[config.mk]
export PLATFORM = sky130hd
export DESIGN_NAME = tuple_hash_combiner
export DESIGN_NICKNAME = d
export VERILOG_FILES = /design/src/rtl/core/thc_pkg.sv /design/src/rtl/core/thc_front.sv /design/src/rtl/core/thc_fifo.sv /design/src/rtl/core/thc_back.sv /design/src/rtl/core/tuple_hash_combiner.sv
export SDC_FILE = /design/constraint.sdc
export NUM_CORES = 2
export LEC_CHECK = 0
export BUFFER_PORTS_ARGS = -buffer_cell sky130_fd_sc_hd__buf_2
export CAP_MARGIN = 10
export CORE_UTILIZATION = 35
export DETAILED_ROUTE_END_ITERATION = 10
export PLACE_DENSITY = 0.51
export SLEW_MARGIN = 40
export SYNTH_ARGS = -nofsm -noshare
export SYNTH_HDL_FRONTEND = slang
export SYNTH_SLANG_ARGS = --single-unit
[constraint.sdc]
create_clock -name clk -period 13 [get_ports clk]
set_clock_uncertainty 0.2 [all_clocks]
set_input_delay 2.6 -clock clk [delete_from_list [all_inputs] [get_ports clk]]
set_output_delay 2.6 -clock clk [all_outputs]
set_load 0.1 [all_outputs]
[src/rtl/core/thc_pkg.sv]
// Shared types and constants of the tuple hash combiner.
`timescale 1ns / 1ps

package thc_pkg;

    localparam int unsigned HASH_W  = 64;
    localparam int unsigned COUNT_W = 12;

    localparam logic [15:0] MAX_ELEMENTS = 16'd4095;

    localparam logic [HASH_W-1:0] XX_P1      = 64'd11400714785074694791;
    localparam logic [HASH_W-1:0] XX_P2      = 64'd14029467366897019727;
    localparam logic [HASH_W-1:0] XX_P5      = 64'd2870177450012600261;
    localparam logic [HASH_W-1:0] XX_LEN_MIX = 64'd3527539;
    localparam logic [HASH_W-1:0] XX_ALT     = 64'd1546275796;
    localparam logic [HASH_W-1:0] LG_START   = 64'h345678;
    localparam logic [HASH_W-1:0] LG_STEP    = 64'd82520;
    localparam logic [HASH_W-1:0] LG_ADD     = 64'd97531;
    localparam logic [HASH_W-1:0] ALL_ONES   = {HASH_W{1'b1}};

    localparam logic MODE_XX     = 1'b0;
    localparam logic MODE_LEGACY = 1'b1;

    // One classified word from the front to the back.
    typedef struct packed {
        logic               empty_rec;
        logic               first;
        logic               last;
        logic               err;
        logic [COUNT_W-1:0] count;
        logic [COUNT_W-1:0] left;
        logic [HASH_W-1:0]  lane;
    } thc_word_t;

    function automatic logic [HASH_W-1:0] start_value(input logic mode);
        return (mode == MODE_LEGACY) ? LG_START : XX_P5;
    endfunction

endpackage

[src/rtl/core/thc_front.sv]
// Front end: accepts words, saturates the count and tracks record position and error.
`timescale 1ns / 1ps

module thc_front
    import thc_pkg::*;
(
    input  logic               clk,
    input  logic               rst_n,
    input  logic               in_valid,
    output logic               in_stall,
    input  logic [HASH_W-1:0]  lane_hash,
    input  logic [COUNT_W-1:0] element_count,
    output logic               wr_valid,
    output thc_word_t          wr_word,
    input  logic               wr_full
);

    logic [COUNT_W-1:0] element_index_reg;
    logic               error_seen_reg;

    logic               accept;
    logic [COUNT_W-1:0] count_sat;
    logic               first;
    logic               err_next;
    logic [COUNT_W-1:0] index_next;
    logic               last;
    logic [COUNT_W-1:0] left;

    assign in_stall = wr_full;
    assign accept   = in_valid && !wr_full;
    assign wr_valid = accept;

    always_comb
    begin
        count_sat  = ({4'b0, element_count} > MAX_ELEMENTS) ? MAX_ELEMENTS[COUNT_W-1:0]
                                                            : element_count;
        first      = (element_index_reg == '0);
        err_next   = (!first && error_seen_reg) || (lane_hash == ALL_ONES);
        index_next = element_index_reg + 1'b1;
        // the index wraps at the field width, which also closes the record
        last       = (index_next >= count_sat) || (index_next == '0);
        if (({1'b0, element_index_reg} + 13'd1) < {1'b0, count_sat})
            left = count_sat - 1'b1 - element_index_reg;
        else
            left = '0;

        wr_word.empty_rec = (count_sat == '0);
        wr_word.first     = first;
        wr_word.last      = last;
        wr_word.err       = err_next;
        wr_word.count     = count_sat;
        wr_word.left      = left;
        wr_word.lane      = lane_hash;
    end

    always_ff @(posedge clk or negedge rst_n)
    begin
        if (!rst_n)
        begin
            element_index_reg <= '0;
            error_seen_reg    <= 1'b0;
        end
        else if (accept)
        begin
            if (count_sat == '0 || last)
            begin
                element_index_reg <= '0;
                error_seen_reg    <= 1'b0;
            end
            else
            begin
                element_index_reg <= index_next;
                error_seen_reg    <= err_next;
            end
        end
    end

endmodule

[src/rtl/core/thc_fifo.sv]
// Two-entry queue between the front and the back.
`timescale 1ns / 1ps

module thc_fifo
    import thc_pkg::*;
(
    input  logic      clk,
    input  logic      rst_n,
    input  logic      wr_valid,
    input  thc_word_t wr_word,
    output logic      wr_full,
    output logic      rd_valid,
    output thc_word_t rd_word,
    input  logic      rd_en
);

    localparam int unsigned DEPTH = 2;
    localparam int unsigned PTR_W = $clog2(DEPTH);

    thc_word_t        mem_reg [DEPTH];
    logic [PTR_W-1:0] wr_ptr_reg;
    logic [PTR_W-1:0] rd_ptr_reg;
    logic [PTR_W:0]   fill_reg;

    logic do_wr;
    logic do_rd;

    assign wr_full  = (fill_reg == (PTR_W+1)'(DEPTH));
    assign rd_valid = (fill_reg != '0);
    assign rd_word  = mem_reg[rd_ptr_reg];
    assign do_wr    = wr_valid && !wr_full;
    assign do_rd    = rd_en && rd_valid;

    always_ff @(posedge clk)
    begin
        if (do_wr)
            mem_reg[wr_ptr_reg] <= wr_word;
    end

    always_ff @(posedge clk or negedge rst_n)
    begin
        if (!rst_n)
        begin
            wr_ptr_reg <= '0;
            rd_ptr_reg <= '0;
            fill_reg   <= '0;
        end
        else
        begin
            if (do_wr)
                wr_ptr_reg <= (wr_ptr_reg == PTR_W'(DEPTH - 1)) ? '0 : wr_ptr_reg + 1'b1;
            if (do_rd)
                rd_ptr_reg <= (rd_ptr_reg == PTR_W'(DEPTH - 1)) ? '0 : rd_ptr_reg + 1'b1;
            if (do_wr && !do_rd)
                fill_reg <= fill_reg + 1'b1;
            else if (do_rd && !do_wr)
                fill_reg <= fill_reg - 1'b1;
        end
    end

endmodule

[src/rtl/core/thc_back.sv]
// Back end: folds words through a shared 32x32 multiplier and finishes the record hash.
`timescale 1ns / 1ps

module thc_back
    import thc_pkg::*;
(
    input  logic              clk,
    input  logic              rst_n,
    input  logic              hash_mode,
    input  logic [HASH_W-1:0] legacy_multiplier,
    input  logic              rd_valid,
    input  thc_word_t         rd_word,
    output logic              rd_en,
    output logic              out_valid,
    input  logic              out_stall,
    output logic [HASH_W-1:0] combined_hash,
    output logic              hash_error
);

    typedef enum logic [1:0] {
        S_IDLE,
        S_MUL,
        S_ROT,
        S_FIN
    } state_t;

    localparam logic [1:0] MSTEP_LAST = 2'd2;

    state_t             state_reg;
    logic [1:0]         mstep_reg;
    logic               second_mul_reg;
    logic [HASH_W-1:0]  op_a_reg;
    logic [HASH_W-1:0]  op_b_reg;
    logic [HASH_W-1:0]  prod_reg;
    logic [HASH_W-1:0]  acc_reg;
    logic [HASH_W-1:0]  rm_reg;
    logic               last_reg;
    logic               err_reg;
    logic [COUNT_W-1:0] count_reg;
    logic               out_valid_reg;
    logic [HASH_W-1:0]  combined_hash_reg;
    logic               hash_error_reg;

    logic [31:0]        mul_x;
    logic [31:0]        mul_y;
    logic [HASH_W-1:0]  mul_p;
    logic [HASH_W-1:0]  prod_next;
    logic [HASH_W-1:0]  start_acc;
    logic [HASH_W-1:0]  start_rm;
    logic [HASH_W-1:0]  rot_sum;
    logic [HASH_W-1:0]  rot_next;
    logic [HASH_W-1:0]  fin_sum;
    logic [HASH_W-1:0]  fin_next;
    logic               out_free;

    assign out_valid     = out_valid_reg;
    assign combined_hash = combined_hash_reg;
    assign hash_error    = hash_error_reg;
    assign out_free      = !out_valid_reg || !out_stall;
    assign rd_en         = (state_reg == S_IDLE) && rd_valid;

    // Low 64 bits of a 64x64 product: lo*lo, then the two cross terms into the upper half.
    always_comb
    begin
        unique case (mstep_reg)
            2'd0:    begin mul_x = op_a_reg[31:0];  mul_y = op_b_reg[31:0];  end
            2'd1:    begin mul_x = op_a_reg[63:32]; mul_y = op_b_reg[31:0];  end
            default: begin mul_x = op_a_reg[31:0];  mul_y = op_b_reg[63:32]; end
        endcase
        mul_p = {32'b0, mul_x} * {32'b0, mul_y};
        if (mstep_reg == 2'd0)
            prod_next = mul_p;
        else
            prod_next = {prod_reg[63:32] + mul_p[31:0], prod_reg[31:0]};
    end

    always_comb
    begin
        start_acc = rd_word.first ? start_value(hash_mode) : acc_reg;
        start_rm  = rd_word.first ? legacy_multiplier : rm_reg;
        rot_sum   = acc_reg + prod_reg;
        rot_next  = {rot_sum[32:0], rot_sum[63:33]};
        if (hash_mode == MODE_XX)
        begin
            fin_sum  = acc_reg + ({52'b0, count_reg} ^ (XX_P5 ^ XX_LEN_MIX));
            fin_next = (fin_sum == ALL_ONES) ? XX_ALT : fin_sum;
        end
        else
        begin
            fin_sum  = acc_reg + LG_ADD;
            fin_next = (fin_sum == ALL_ONES) ? ALL_ONES - 64'd1 : fin_sum;
        end
    end

    always_ff @(posedge clk or negedge rst_n)
    begin
        if (!rst_n)
        begin
            state_reg      <= S_IDLE;
            mstep_reg      <= '0;
            second_mul_reg <= 1'b0;
            out_valid_reg  <= 1'b0;
        end
        else
        begin
            // S_FIN reloads the valid itself when the output frees up
            if (out_valid_reg && !out_stall && state_reg != S_FIN)
                out_valid_reg <= 1'b0;

            unique case (state_reg)
                S_IDLE:
                begin
                    if (rd_valid)
                    begin
                        last_reg  <= rd_word.last;
                        // an empty record ignores its lane, error flag included
                        err_reg   <= rd_word.err && !rd_word.empty_rec;
                        count_reg <= rd_word.count;
                        if (rd_word.empty_rec)
                        begin
                            acc_reg   <= start_value(hash_mode);
                            state_reg <= S_FIN;
                        end
                        else
                        begin
                            mstep_reg      <= '0;
                            second_mul_reg <= 1'b0;
                            state_reg      <= S_MUL;
                            if (hash_mode == MODE_XX)
                            begin
                                acc_reg  <= start_acc;
                                rm_reg   <= start_rm;
                                op_a_reg <= rd_word.lane;
                                op_b_reg <= XX_P2;
                            end
                            else
                            begin
                                op_a_reg <= start_acc ^ rd_word.lane;
                                op_b_reg <= start_rm;
                                rm_reg   <= start_rm + LG_STEP + {51'b0, rd_word.left, 1'b0};
                            end
                        end
                    end
                end

                S_MUL:
                begin
                    prod_reg <= prod_next;
                    if (mstep_reg == MSTEP_LAST)
                    begin
                        mstep_reg <= '0;
                        if (hash_mode == MODE_XX && !second_mul_reg)
                            state_reg <= S_ROT;
                        else
                        begin
                            acc_reg   <= prod_next;
                            state_reg <= last_reg ? S_FIN : S_IDLE;
                        end
                    end
                    else
                        mstep_reg <= mstep_reg + 1'b1;
                end

                S_ROT:
                begin
                    op_a_reg       <= rot_next;
                    op_b_reg       <= XX_P1;
                    second_mul_reg <= 1'b1;
                    mstep_reg      <= '0;
                    state_reg      <= S_MUL;
                end

                S_FIN:
                begin
                    // hold until the output register frees up
                    if (out_free)
                    begin
                        out_valid_reg     <= 1'b1;
                        combined_hash_reg <= err_reg ? ALL_ONES : fin_next;
                        hash_error_reg    <= err_reg;
                        state_reg         <= S_IDLE;
                    end
                end

                default:
                    state_reg <= S_IDLE;
            endcase
        end
    end

endmodule

[src/rtl/core/tuple_hash_combiner.sv]
// Top level of the tuple hash combiner: configuration registers and front/queue/back.
`timescale 1ns / 1ps

// Folds 64-bit element hashes, one per input word, into one 64-bit record hash.
// Input channel: in_valid/in_stall with lane_hash and element_count; a word is
// taken when in_valid is high and in_stall low. element_count 0 is an empty
// record and gives a result at once. One result word per record leaves on
// out_valid/out_stall with combined_hash and hash_error.
// Config: APB-style, hash_mode at byte 0x0, legacy_multiplier at 0x8, pready
// always high; write only while no record word is still in flight.
// Datapath: each 64-bit product is built from lo*lo and then the two cross
// terms on one shared 32x32 multiplier. An element takes two products and a
// rotate in xxHash mode and one product in legacy mode; the last element of a
// record then passes a finish step before its result, and an empty record
// goes straight to that finish step. A two-word queue lets the front accept
// while the back is busy or a result waits.
// Reset: clears the record position, the queue and the output valid, and loads
// hash_mode 0 and legacy_multiplier 1000003.
// When out_stall is high the result word holds; the back holds its next
// result, the queue fills and in_stall rises.
module tuple_hash_combiner
    import thc_pkg::*;
(
    input  logic               clk,
    input  logic               rst_n,
    input  logic               in_valid,
    output logic               in_stall,
    input  logic [HASH_W-1:0]  lane_hash,
    input  logic [COUNT_W-1:0] element_count,
    output logic               out_valid,
    input  logic               out_stall,
    output logic [HASH_W-1:0]  combined_hash,
    output logic               hash_error,
    input  logic               psel,
    input  logic               penable,
    input  logic               pwrite,
    input  logic [3:0]         paddr,
    input  logic [63:0]        pwdata,
    output logic [63:0]        prdata,
    output logic               pready
);

    logic              hash_mode_reg;
    logic [HASH_W-1:0] legacy_multiplier_reg;

    logic      wr_valid;
    thc_word_t wr_word;
    logic      wr_full;
    logic      rd_valid;
    thc_word_t rd_word;
    logic      rd_en;

    assign pready = 1'b1;
    assign prdata = paddr[3] ? legacy_multiplier_reg : {63'b0, hash_mode_reg};

    always_ff @(posedge clk or negedge rst_n)
    begin
        if (!rst_n)
        begin
            hash_mode_reg         <= MODE_XX;
            legacy_multiplier_reg <= 64'd1000003;
        end
        else if (psel && penable && pwrite && pready)
        begin
            if (paddr[3])
                legacy_multiplier_reg <= pwdata;
            else
                hash_mode_reg <= pwdata[0];
        end
    end

    thc_front u_front (
        .clk           (clk),
        .rst_n         (rst_n),
        .in_valid      (in_valid),
        .in_stall      (in_stall),
        .lane_hash     (lane_hash),
        .element_count (element_count),
        .wr_valid      (wr_valid),
        .wr_word       (wr_word),
        .wr_full       (wr_full)
    );

    thc_fifo u_fifo (
        .clk      (clk),
        .rst_n    (rst_n),
        .wr_valid (wr_valid),
        .wr_word  (wr_word),
        .wr_full  (wr_full),
        .rd_valid (rd_valid),
        .rd_word  (rd_word),
        .rd_en    (rd_en)
    );

    thc_back u_back (
        .clk               (clk),
        .rst_n             (rst_n),
        .hash_mode         (hash_mode_reg),
        .legacy_multiplier (legacy_multiplier_reg),
        .rd_valid          (rd_valid),
        .rd_word           (rd_word),
        .rd_en             (rd_en),
        .out_valid         (out_valid),
        .out_stall         (out_stall),
        .combined_hash     (combined_hash),
        .hash_error        (hash_error)
    );

endmodule
==> qor.txt <==
Mux cell area share after synthesis = 5.21%
Horiz. Die Dim = 463 µm
Wire length per cell = 26.0 µm
HPWL after DPL = 224000 µm
DRC = 0
Placer congestion estimate = 0.967
Worst-Margin Slew = 1.04 ns
Syn Nets = 9328
Largest net degree at the start of global routing = 83
Layout cells sized above 1 = 10.5%
Type of the worst min-delay path = reg2reg
# nets final = 9479
RSZ-0062 raised after global routing = false
CP max-delay cell = mux2i_4
Initial Util = 35.3%
Critical path arrival = 11.68 ns
Number of synthesized flops with an enable pin = 583
Initial DRC count = 5777
Crit. End Element = flop
Filler cells = 21100
Clk buf depth = 3
Grt total ovfl = 0
Status = finished clean
CTS Sinks = 671
Post-synthesis xor/xnor area fraction = 4.57%
# Max-Cap Violations = 0
Number of flip-flops in the largest register = 184
Antenna Nets Post-Route = 0
Startpoint types = flop
CTS-repair resized insts = 0
IO Port Bufs = 278
CTS root buf = clkbuf_16
Row count = 168
DR pass1 iterations = 5
Critical path class = reg2reg
Synth Area in Adders = 31.5%
I/O pins = 283
Number of global-route vias before repair = 59900
Vias/cell = 5.52
Synth Area in Simple Gates = 15.2%
Final-report setup violation count = 0
Distinct cell type count after synthesis = 94
Synth Cell Area = 74300 µm²
Seq cells post-synth = 671
Gate Count Post-Synth = 7846
Syn-to-layout area delta = 10.5%
Commonest non-fill, non-tap cell in the layout = nand2_1
Total number of vias = 60000
Slew HR = 29.9%
Sequential-to-total area share from yosys stat = 26.6%
Setup slack, reg-to-reg = 1.55 ns
Final WL = 283000 µm
Clock-pin transition on the worst setup and hold timing paths = 0.06 ns
Achievable Freq = 87.3 MHz
DIE HEIGHT = 463 µm
Top FF cell, synth = edfxtp_1
Area of the multi-input gates = 49600 µm²
Compound-Gate Fraction of Synth Area = 9.66%
First-pass GRT wire length = 412000 µm
Setup bufs post-CTS = 0
Commonest cells after routing, fill and taps aside = 1197 x nand2_1, 1020 x inv_1, 901 x fa_1, 587 x nor2_1, 583 x edfxtp_1
Setup TNS = 0 ns
Slew Limit Fails = 0
Sequential cell area = 19700 µm²
Largest family of logic cells by synthesized area = adder cells
GR Util All Layers = 26.0%
Core ar. = 210000 µm²
Crit path max fanout = 39
H-tree levels = 3
CTS Hold Bufs = 0
CTS tree = done
Period Utilization, post-route = 88.1%
Worst-skew pair later-pin latency = 0.69 ns
Initial antenna violation count = 23
Yosys warns = 0
Die Area = 214000 µm²
Crit path top cell by count = fa_1
Crit path time final = 11.45 ns
Syn Area/Cell = 9.47 µm²
CTS Buf Count = 73
Final Hold Viols = 0
CP required = 13.23 ns
Asr flop ratio synth = 13.1%
CP max stage delay = 0.74 ns
-- critical path: cells and delay by family, from the launching register on --
| kind | cells | cell delay [ns] |
|---|---|---|
| buf+inv | 9 | 1.78 |
| flops | 1 | 0.38 |
| xor+xnor | 2 | 0.85 |
| fa+ha+maj | 10 | 4.09 |
| compound gates | 12 | 2.36 |
| simple gates | 4 | 0.74 |
| mux | 1 | 0.74 |
-- cell usage after synthesis, types with 41 or more instances --
library cell / n / area (µm²)
nand2_1: 1198 / 4500
inv_1: 1020 / 3830
fa_1: 901 / 18000
nor2_1: 594 / 2230
edfxtp_1: 583 / 17500
ha_1: 430 / 5380
clkbuf_1: 356 / 1340
a21oi_1: 318 / 1590
o21ai_0: 293 / 1470
xnor2_1: 266 / 2330
mux2i_1: 208 / 2080
mux2_2: 157 / 1770
nand3_1: 131 / 656
xor2_1: 119 / 1040
a21o_1: 114 / 856
and2_1: 114 / 713
nor3_1: 88 / 440
dfrtp_1: 79 / 1980
nand4_1: 77 / 482
o31ai_1: 65 / 488
nor4_1: 56 / 350
a31oi_1: 50 / 313
and3_1: 46 / 288
nor2b_1: 45 / 282
nand2b_1: 41 / 257
-- per-layer routing --
layer  wire length, µm  global-route usage, %  vias to the layer above  part of all wire, %
li1                  -                      -                    26300                    -
met3             23000                   3.70                      395                  8.1
met5                45                      0                        -                0.016
met4              9470                   8.05                        6                  3.4
met2            125000                   40.4                     2626                   44
met1            125000                   37.4                    30600                   44
-- path summary, 6_finish.rpt --
check,from,end,cells after the start
max,u_back.mstep_reg[1],u_back.acc_reg[62],38
min,u_back.second_mul_reg,u_back.second_mul_reg,1
max reg2reg,u_back.mstep_reg[1],u_back.acc_reg[62],38
min reg2reg,u_back.second_mul_reg,u_back.second_mul_reg,1
max in group asynchronous,rst_n,u_fifo.rd_ptr_reg,2
min in group asynchronous,rst_n,legacy_multiplier_reg[28],1
-- cell type report --
cell class              count  area share, %
multi-input cells        5755           60.4
repair buffers            473           3.65
clock inverters            39          0.567
clock buffers              94           2.37
well taps                2805           4.28
flip-flops and latches    671           24.0
diodes                      3        0.00914
inverters                1023           4.68
-- cells by family (layout without fill, tap and decap cells) --
family,count (synthesis),after routing
simple gates,2532,2532
buf+inv,1420,1629
fa+ha+maj,1331,1331
compound gates,1138,1138
flops,671,671
xor+xnor,386,386
mux,367,367
other cells,1,4
-- through the flow --
step	std cells	setup WS [ns]	hold WS, ns	util [%]	instance area [µm²]
after floorplan	7846	2.42	0.264	-	74300
after global placement	10700	1.36	0.283	37.7	79300
after detailed placement	10700	1.63	0.292	37.8	79600
after CTS	10900	1.59	0.312	39.0	82000
after global routing	10900	1.02	0.332	39.1	82100
final	10900	1.55	0.310	39.1	82100
Power is not shown: default switching activity piles up to over one toggle a cycle in this logic, so the estimate is an artifact.
